$ cat src/hw/rtl/nlms_pkg.sv
// Shared constants and controller/datapath interface types for the NLMS filter.
`default_nettype none
package nlms_pkg;

  localparam int DEF_NUM_TAPS = 32;
  localparam int SAMPLE_W     = 16;
  localparam int COEF_W       = 32;
  localparam int ENERGY_W     = 40;
  localparam int STEP_W       = 16;
  localparam int TAPS_CFG_W   = 6;
  localparam int CFG_INDEX_W  = 8;
  localparam int CFG_DATA_W   = 16;
  localparam int MAG_W        = 32;
  localparam int DVD_W        = MAG_W + 30;
  localparam int W_W          = 49;
  localparam int DIV_CNT_W    = 6;

  localparam logic [CFG_INDEX_W-1:0] REG_STEP_SIZE   = 8'd0;
  localparam logic [CFG_INDEX_W-1:0] REG_TAPS_IN_USE = 8'd1;

  localparam logic [STEP_W-1:0]     STEP_RESET = 16'd8192;
  localparam logic [TAPS_CFG_W-1:0] TAPS_RESET = 6'd32;

  typedef struct packed {
    logic load_in;
    logic upd_energy;
    logic fir_mac;
    logic fir_flush;
    logic calc_y;
    logic calc_e;
    logic div_step;
    logic calc_w;
    logic upd_mul;
    logic upd_add;
    logic finish;
  } nlms_cmd_t;

  typedef struct packed {
    logic last_tap;
    logic div_last;
    logic out_free;
  } nlms_status_t;

endpackage
`default_nettype wire

$ cat src/hw/rtl/nlms_ctrl.sv
// Sequencer for one NLMS item: energy, FIR pass, division, coefficient pass.
`default_nettype none
module nlms_ctrl (
  input  wire                    clk,
  input  wire                    rst,
  input  wire                    in_fire,
  output logic                   in_idle,
  input  nlms_pkg::nlms_status_t status,
  output nlms_pkg::nlms_cmd_t    cmd
);
  import nlms_pkg::*;

  typedef enum logic [11:0] {
    S_IDLE   = 12'b000000000001,
    S_ENERGY = 12'b000000000010,
    S_FIR    = 12'b000000000100,
    S_FLUSH  = 12'b000000001000,
    S_Y      = 12'b000000010000,
    S_E      = 12'b000000100000,
    S_DIV    = 12'b000001000000,
    S_W      = 12'b000010000000,
    S_MUL    = 12'b000100000000,
    S_ADD    = 12'b001000000000,
    S_DONE   = 12'b010000000000,
    S_SPARE  = 12'b100000000000
  } state_t;

  state_t state, state_next;

  always_ff @(posedge clk) begin
    if (rst) begin
      state <= S_IDLE;
    end else begin
      state <= state_next;
    end
  end

  always_comb begin
    cmd        = '0;
    state_next = state;
    case (state)
      S_IDLE: begin
        if (in_fire) begin
          cmd.load_in = 1'b1;
          state_next  = S_ENERGY;
        end
      end
      S_ENERGY: begin
        cmd.upd_energy = 1'b1;
        state_next     = S_FIR;
      end
      S_FIR: begin
        cmd.fir_mac = 1'b1;
        if (status.last_tap) state_next = S_FLUSH;
      end
      S_FLUSH: begin
        cmd.fir_flush = 1'b1;
        state_next    = S_Y;
      end
      S_Y: begin
        cmd.calc_y = 1'b1;
        state_next = S_E;
      end
      S_E: begin
        cmd.calc_e = 1'b1;
        state_next = S_DIV;
      end
      S_DIV: begin
        cmd.div_step = 1'b1;
        if (status.div_last) state_next = S_W;
      end
      S_W: begin
        cmd.calc_w = 1'b1;
        state_next = S_MUL;
      end
      S_MUL: begin
        cmd.upd_mul = 1'b1;
        state_next  = S_ADD;
      end
      S_ADD: begin
        cmd.upd_add = 1'b1;
        state_next  = status.last_tap ? S_DONE : S_MUL;
      end
      S_DONE: begin
        // hold until the output register is free
        if (status.out_free) begin
          cmd.finish = 1'b1;
          state_next = S_IDLE;
        end
      end
      default: state_next = S_IDLE;
    endcase
  end

  assign in_idle = (state == S_IDLE);

endmodule
`default_nettype wire

$ cat config.mk
export PLATFORM = sky130hd
export DESIGN_NAME = nlms_ctrl
export DESIGN_NICKNAME = d
export VERILOG_FILES = /design/src/hw/rtl/nlms_pkg.sv /design/src/hw/rtl/nlms_ctrl.sv
export SDC_FILE = /design/constraint.sdc
export NUM_CORES = 1
export LEC_CHECK = 0
export BUFFER_PORTS_ARGS = -buffer_cell sky130_fd_sc_hd__buf_2
export CORE_UTILIZATION = 40
export CTS_CLUSTER_SIZE = 25
export DETAILED_ROUTE_END_ITERATION = 16
export GPL_ROUTABILITY_DRIVEN = 0
export PLACE_DENSITY = 0.67
export SYNTH_ARGS = -nofsm -noshare
export SYNTH_HDL_FRONTEND = slang
export SYNTH_SLANG_ARGS = --single-unit
$ cat constraint.sdc
create_clock -name clk -period 2 [get_ports clk]
set_input_delay 0.2 -clock clk [delete_from_list [all_inputs] [get_ports clk]]
set_output_delay 0.2 -clock clk [all_outputs]
set_load 0.03 [all_outputs]
==> results of run 1 <==
-- area by class of cell --
cell class,count,area share
inverter,5,0.0221
multi-input combinational,61,0.527
sequential,11,0.259
timing repair buffer,20,0.137
tap,16,0.0236
clock buffer,4,0.0309
-- routing by layer --
layer / share of wire / vias up / track usage
li1: - / 346 / -
met1: 0.49 / 315 / 0.238
met2: 0.45 / 18 / 0.320
met3: 0.039 / 4 / 0.0388
met4: 0.015 / 0 / 0.119
met5: 0 / - / 0
-- power groups by stage --
stage	clock network, µW	logic, µW	registers [µW]
floorplan	0	113	247
global placement	0	156	251
detailed placement	0	157	251
CTS	153	160	246
global route	164	175	250
finish	146	162	247
-- stage by stage --
stage	cells	cell area, µm²	TNS [ps]	util
after floorplan	77	666	-18.8	-
after global placement	113	793	0	0.521
after detailed placement	113	793	0	0.521
after CTS	117	828	0	0.544
after global routing	117	850	0	0.557
final	117	850	0	0.557
-- cells in the final DEF (no fill, tap or decap), types with 3 or more instances in the layout --
| master | n |
|---|---|
| dfxtp_1 | 11 |
| buf_2 | 15 |
| clkbuf_4 | 3 |
| nand2_1 | 6 |
| nand4_1 | 3 |
| nor2_1 | 5 |
| nor2b_1 | 4 |
| nor4b_1 | 6 |
| buf_4 | 4 |
| inv_1 | 5 |
| and3_1 | 8 |
-- worst max-delay path by stage --
stage / from / to / depth (start not counted)
final: state[2]$_SDFFE_PP0P_ / cmd[1] / 3
after global routing: state[2]$_SDFFE_PP0P_ / cmd[1] / 3
after CTS: state[4]$_SDFFE_PP0P_ / cmd[1] / 3
after detailed placement: state[2]$_SDFFE_PP0P_ / state[0]$_SDFFE_PP1P_ / 4
after global placement: state[1]$_SDFFE_PP0P_ / state[0]$_SDFFE_PP1P_ / 4
after floorplan: state[1]$_SDFFE_PP0P_ / state[9]$_SDFFE_PP0P_ / 4
-- logic make-up (layout without fill, tap and decap cells) --
logic type | count (synthesis) | in the layout | share of synthesized area
fa+ha+maj | 1 | 1 | 0.0171
xor+xnor | 1 | 1 | 0.0133
compound gates | 12 | 12 | 0.144
simple gates | 47 | 47 | 0.463
buf+inv | 5 | 29 | 0.0285
flops | 11 | 11 | 0.334
-- what timing repair did --
item | 4_1_cts | 5_1_grt
gates resized for setup | 1 | 6
endpoints found under the setup margin | 1 | 2
hold endpoints to repair | 0 | 0
gates cloned | 0 | 0
==> flow_metrics.py, run 1 <==
metrics = {
    "synthesis": {
        "synth_common_cells": "11 x dfxtp_1, 8 x and3_1, 6 x nand2_1, 6 x nor4b_1",
        "syn_area_per_cell_um2": 8.56,
        "yosysSeqAreaShare": 0.334,
        "yosysUniqueCellTypes": 30,
        "synth_area_um2": 659,
        "synth_top_cells_by_area": "dfxtp_1 33%, nor4b_1 8.0%, and3_1 7.6%, nor2b_1 3.8%, nand2_1 3.4%",
        "synth_nets": 83,
        "async_flop_share": 0,
        "synth_largest_area_cell": "dfxtp_1",
        "synthCells": 77,
        "synth_warnings": 0,
        "netlist.area_leader.share": 0.334,
        "synth_edf_count": 0,
        "yosysMostFrequentCell": "dfxtp_1",
        "ys.flop_type": "dfxtp_1",
        "ys_ff_latch": 11,
    },
    "critical_path": {
        "path_cells": "or4_4 -> nor4_4 -> buf_6",
        "r2r_end": "state[0]$_SDFFE_PP1P_",
        "path_max_fanout": 8,
        "reg2reg_setup_slack_ps": 170,
        "ff2ff_path_depth": 4,
        "crit_required_ps": 1800,
        "end_kind": "output pin",
        "slowest_stage": "or4_4",
        "cp-start-kind": "flop",
        "arrival_ps": 1730,
        "reg2reg_from": "state[2]$_SDFFE_PP0P_",
        "slowest_delay_ps": 560,
        "cp_top_family": "simple AND/OR/NAND/NOR gates",
        "path_buf_inv": 1,
        "path_class": "flop to output pin",
    },
    "floorplanning": {
        "io-pin-count": 18,
        "die_h_um": 42.6,
        "initial_core_util": 0.433,
        "die_w_um": 42.6,
        "dieArea_um2": 1810,
        "placementRows": 14,
        "core_um2": 1520,
    },
    "route": {
        "wl_per_cell_um": 13.5,
        "num_vias": 683,
        "first_pass_iters": 4,
        "postRouteAntennaNets": 0,
        "drt-initial-drc-count": 29,
        "drc": 0,
        "wirelength_mm": 1.58,
        "viasPerCell": 5.84,
    },
    "sta": {
        "hold_ws_ps": 118,
        "fin_crit_sh": 0.965,
        "hold_violations": 0,
        "slew_headroom": 0.635,
        "setup_ws_ps": 70.3,
        "maxSlewViolCount": 0,
        "fin_skew_ps": 6.48,
        "setup-violations-final": 0,
        "rsz0062_at_grt": "no",
        "tightest_slew_ps": 541,
        "layout_min_cycle_time_ps": 1930,
        "max_freq_mhz": 518,
    },
    "placement": {
        "io_buffers": 17,
        "dpl_worst_slack_ps": 193,
        "dpl.hpwl_mm": 1.23,
    },
    "power_and_ir_drop": {
        "power_density_nw_per_um2": 653,
        "p_seq_frac": 0.445,
        "irDropWorstVdd_uv": 527,
        "switchingPower_uw": 185,
        "switching_share": 0.334,
        "clockPowerShare": 0.263,
        "p_total_uw": 555,
        "power.share.combinational": 0.292,
        "leakagePower_uw": 0.000381,
        "power.internal_uw": 369,
    },
    "global_route": {
        "grt_pass1_wl_mm": 2.66,
        "grt_usage": 0.197,
        "grt_pass1_vias": 641,
        "grt_overflow": 0,
        "grt_max_degree": 9,
        "antenna_found_initial": 0,
    },
    "worst_hold_path": {
        "hp-start": "rst",
        "hold_end": "state[10]$_SDFFE_PP0P_",
        "hold_path_class": "input port to flop",
        "worstHoldPathCells": 2,
    },
    "layout": {
        "layout.nets": 108,
        "drive_gt1_frac": 0.317,
        "antenna_cells": 0,
        "reg_top3": "state (11)",
        "areaGrowthSynthToFinish_pct": 28.8,
        "largest-register": "state",
        "largest_reg_flops": 11,
        "final-seq-area_um2": 220,
        "multi_input_area_um2": 448,
        "fillers": 139,
    },
    "clock_tree": {
        "cts_tree": "built",
        "cts_buffer_depth": 2,
        "h-tree-depth": 1,
        "cts-buffers-inserted": 3,
        "clock-root-buffer": "clkbuf_4",
        "clock_latency_ps": 270,
        "postCtsSetupRepairBufs": 0,
        "clkSinkCount": 11,
        "hold_buffers": 0,
        "path_clk_slew_ps": 70,
    },
    "status": {
        "outcome": "completed",
    },
    "run": {
        "maxCapViolations": 0,
    },
}
Power figures use the tool's default switching activity.
==> inputs of run 2 (changes only) <==
Settings changed: CORE_UTILIZATION 40 to 45, PLACE_DENSITY 0.67 to 0.73.
==> run 2 against run 1 <==
Net effect: critical path type unchanged; hold slack improved by 6.0 ps; core utilization up 7.7 points; cell count did not move; power is 2.8% higher; die area is 11% lower; combinational power rose by 6%; worst setup slack better by 23 ps; register-to-register slack about the same.
==> flow_metrics.py, run 2 (synthesis gave the netlist of run 1 again) <==
metrics = {
    "placement": {
        "io_buffers": 17,
        "dpl.hpwl_mm": 1.18,
        "dpl_worst_slack_ps": 216,
    },
    "route": {
        "wirelength_mm": 1.49,
        "postRouteAntennaNets": 0,
        "wl_per_cell_um": 12.7,
        "drt-initial-drc-count": 19,
        "first_pass_iters": 4,
        "viasPerCell": 5.85,
        "drc": 0,
        "num_vias": 684,
    },
    "layout": {
        "final-seq-area_um2": 220,
        "fillers": 128,
        "layout.nets": 109,
        "largest-register": "state",
        "antenna_cells": 0,
        "drive_gt1_frac": 0.324,
        "final_core_util": 0.634,
        "layout_commonest_cell": "buf_2",
        "reg_top3": "state (11)",
        "largest_reg_flops": 11,
        "multi_input_area_um2": 442,
        "areaGrowthSynthToFinish_pct": 28.3,
        "final_cell_mix": "15 x buf_2, 11 x dfxtp_1, 8 x and3_1",
    },
    "sta": {
        "hold_ws_ps": 124,
        "fin_crit_sh": 0.953,
        "slew_headroom": 0.668,
        "fin_skew_ps": 4.44,
        "layout_min_cycle_time_ps": 1910,
        "setup-violations-final": 0,
        "maxSlewViolCount": 0,
        "setup_ws_ps": 93.4,
        "rsz0062_at_grt": "no",
        "tightest_slew_ps": 490,
        "hold_violations": 0,
        "max_freq_mhz": 524,
    },
    "critical_path": {
        "ff2ff_path_depth": 4,
        "arrival_ps": 1710,
        "end_kind": "output pin",
        "reg2reg_from": "state[1]$_SDFFE_PP0P_",
        "cp-start-kind": "flop",
        "reg2reg_setup_slack_ps": 180,
        "r2r_end": "state[0]$_SDFFE_PP1P_",
        "crit_required_ps": 1800,
        "path_max_fanout": 6,
        "path_class": "flop to output pin",
    },
    "floorplanning": {
        "dieArea_um2": 1620,
        "die_h_um": 40.3,
        "die_w_um": 40.3,
        "initial_core_util": 0.494,
        "io-pin-count": 18,
        "placementRows": 13,
        "core_um2": 1330,
    },
    "clock_tree": {
        "cts-buffers-inserted": 3,
        "clock_latency_ps": 270,
        "cts_tree": "built",
        "cts_buffer_depth": 2,
        "path_clk_slew_ps": 70,
        "clkSinkCount": 11,
        "h-tree-depth": 1,
        "hold_buffers": 0,
        "clock-root-buffer": "clkbuf_4",
    },
    "worst_hold_path": {
        "hp-start": "rst",
        "hold_path_class": "input port to flop",
        "worstHoldPathCells": 2,
        "hold_end": "state[10]$_SDFFE_PP0P_",
    },
    "run": {
        "maxCapViolations": 0,
    },
    "power_and_ir_drop": {
        "power.share.combinational": 0.300,
        "switching_share": 0.335,
        "p_seq_frac": 0.436,
        "leakagePower_uw": 0.000387,
        "p_total_uw": 570,
        "power.internal_uw": 379,
        "switchingPower_uw": 191,
        "clockPowerShare": 0.264,
        "power_density_nw_per_um2": 674,
        "irDropWorstVdd_uv": 639,
    },
    "global_route": {
        "grt_max_degree": 9,
        "antenna_found_initial": 0,
        "grt_usage": 0.216,
        "grt_overflow": 0,
        "grt_pass1_wl_mm": 2.29,
        "grt_pass1_vias": 557,
    },
    "status": {
        "outcome": "completed",
    },
}
-- run 2: cell count changes in the layout (fill, tap and decap cells not counted), sizes merged --
cell	previous run	this run
buf	20	21
-- run 2: worst max-delay path by stage --
stage | to | cells after the start | from
after floorplan | state[9]$_SDFFE_PP0P_ | 4 | state[1]$_SDFFE_PP0P_
after global placement | state[0]$_SDFFE_PP1P_ | 4 | state[1]$_SDFFE_PP0P_
after detailed placement | state[0]$_SDFFE_PP1P_ | 4 | state[2]$_SDFFE_PP0P_
after CTS | cmd[1] | 3 | state[4]$_SDFFE_PP0P_
after global routing | cmd[1] | 3 | state[2]$_SDFFE_PP0P_
final | cmd[1] | 3 | state[1]$_SDFFE_PP0P_
-- run 2: worst max-delay path, stage by stage, from the launching register on --
cell and delay [ps]:
dfxtp_1 360, or4_4 580, nor4_4 300, buf_4 210
-- run 2: layer usage --
layer	track usage	up-vias	part of all wire
met5	0	-	0
met4	0.100	0	0.0067
met3	0.0333	2	0.050
met2	0.355	24	0.46
met1	0.276	309	0.48
li1	-	349	-
-- run 2: power by group through the flow --
stage,Combinational (µW),Clock [µW],Sequential (µW)
5_1_grt,188,164,251
3_3_place_gp,155,0,250
6_report,171,151,249
3_5_place_dp,156,0,251
2_1_floorplan,113,0,247
4_1_cts,157,156,246
-- run 2: area by class of cell --
type / instances / share of cell area
timing repair buffer: 21 / 0.142
inverter: 5 / 0.0222
multi-input combinational: 61 / 0.522
sequential: 11 / 0.260
tap: 15 / 0.0222
clock buffer: 4 / 0.0311
-- run 2: timing repair --
item	4_1_cts	5_1_grt
gates resized for setup	0	6
buffers inserted	0	1
endpoints found under the setup margin	0	3
-- run 2: metrics by stage --
step	TNS [ps]	cell area [µm²]	instances
2_1_floorplan	-18.8	666	77
3_3_place_gp	0	792	112
3_5_place_dp	0	792	112
4_1_cts	0	818	116
5_1_grt	0	846	117
6_report	0	846	117
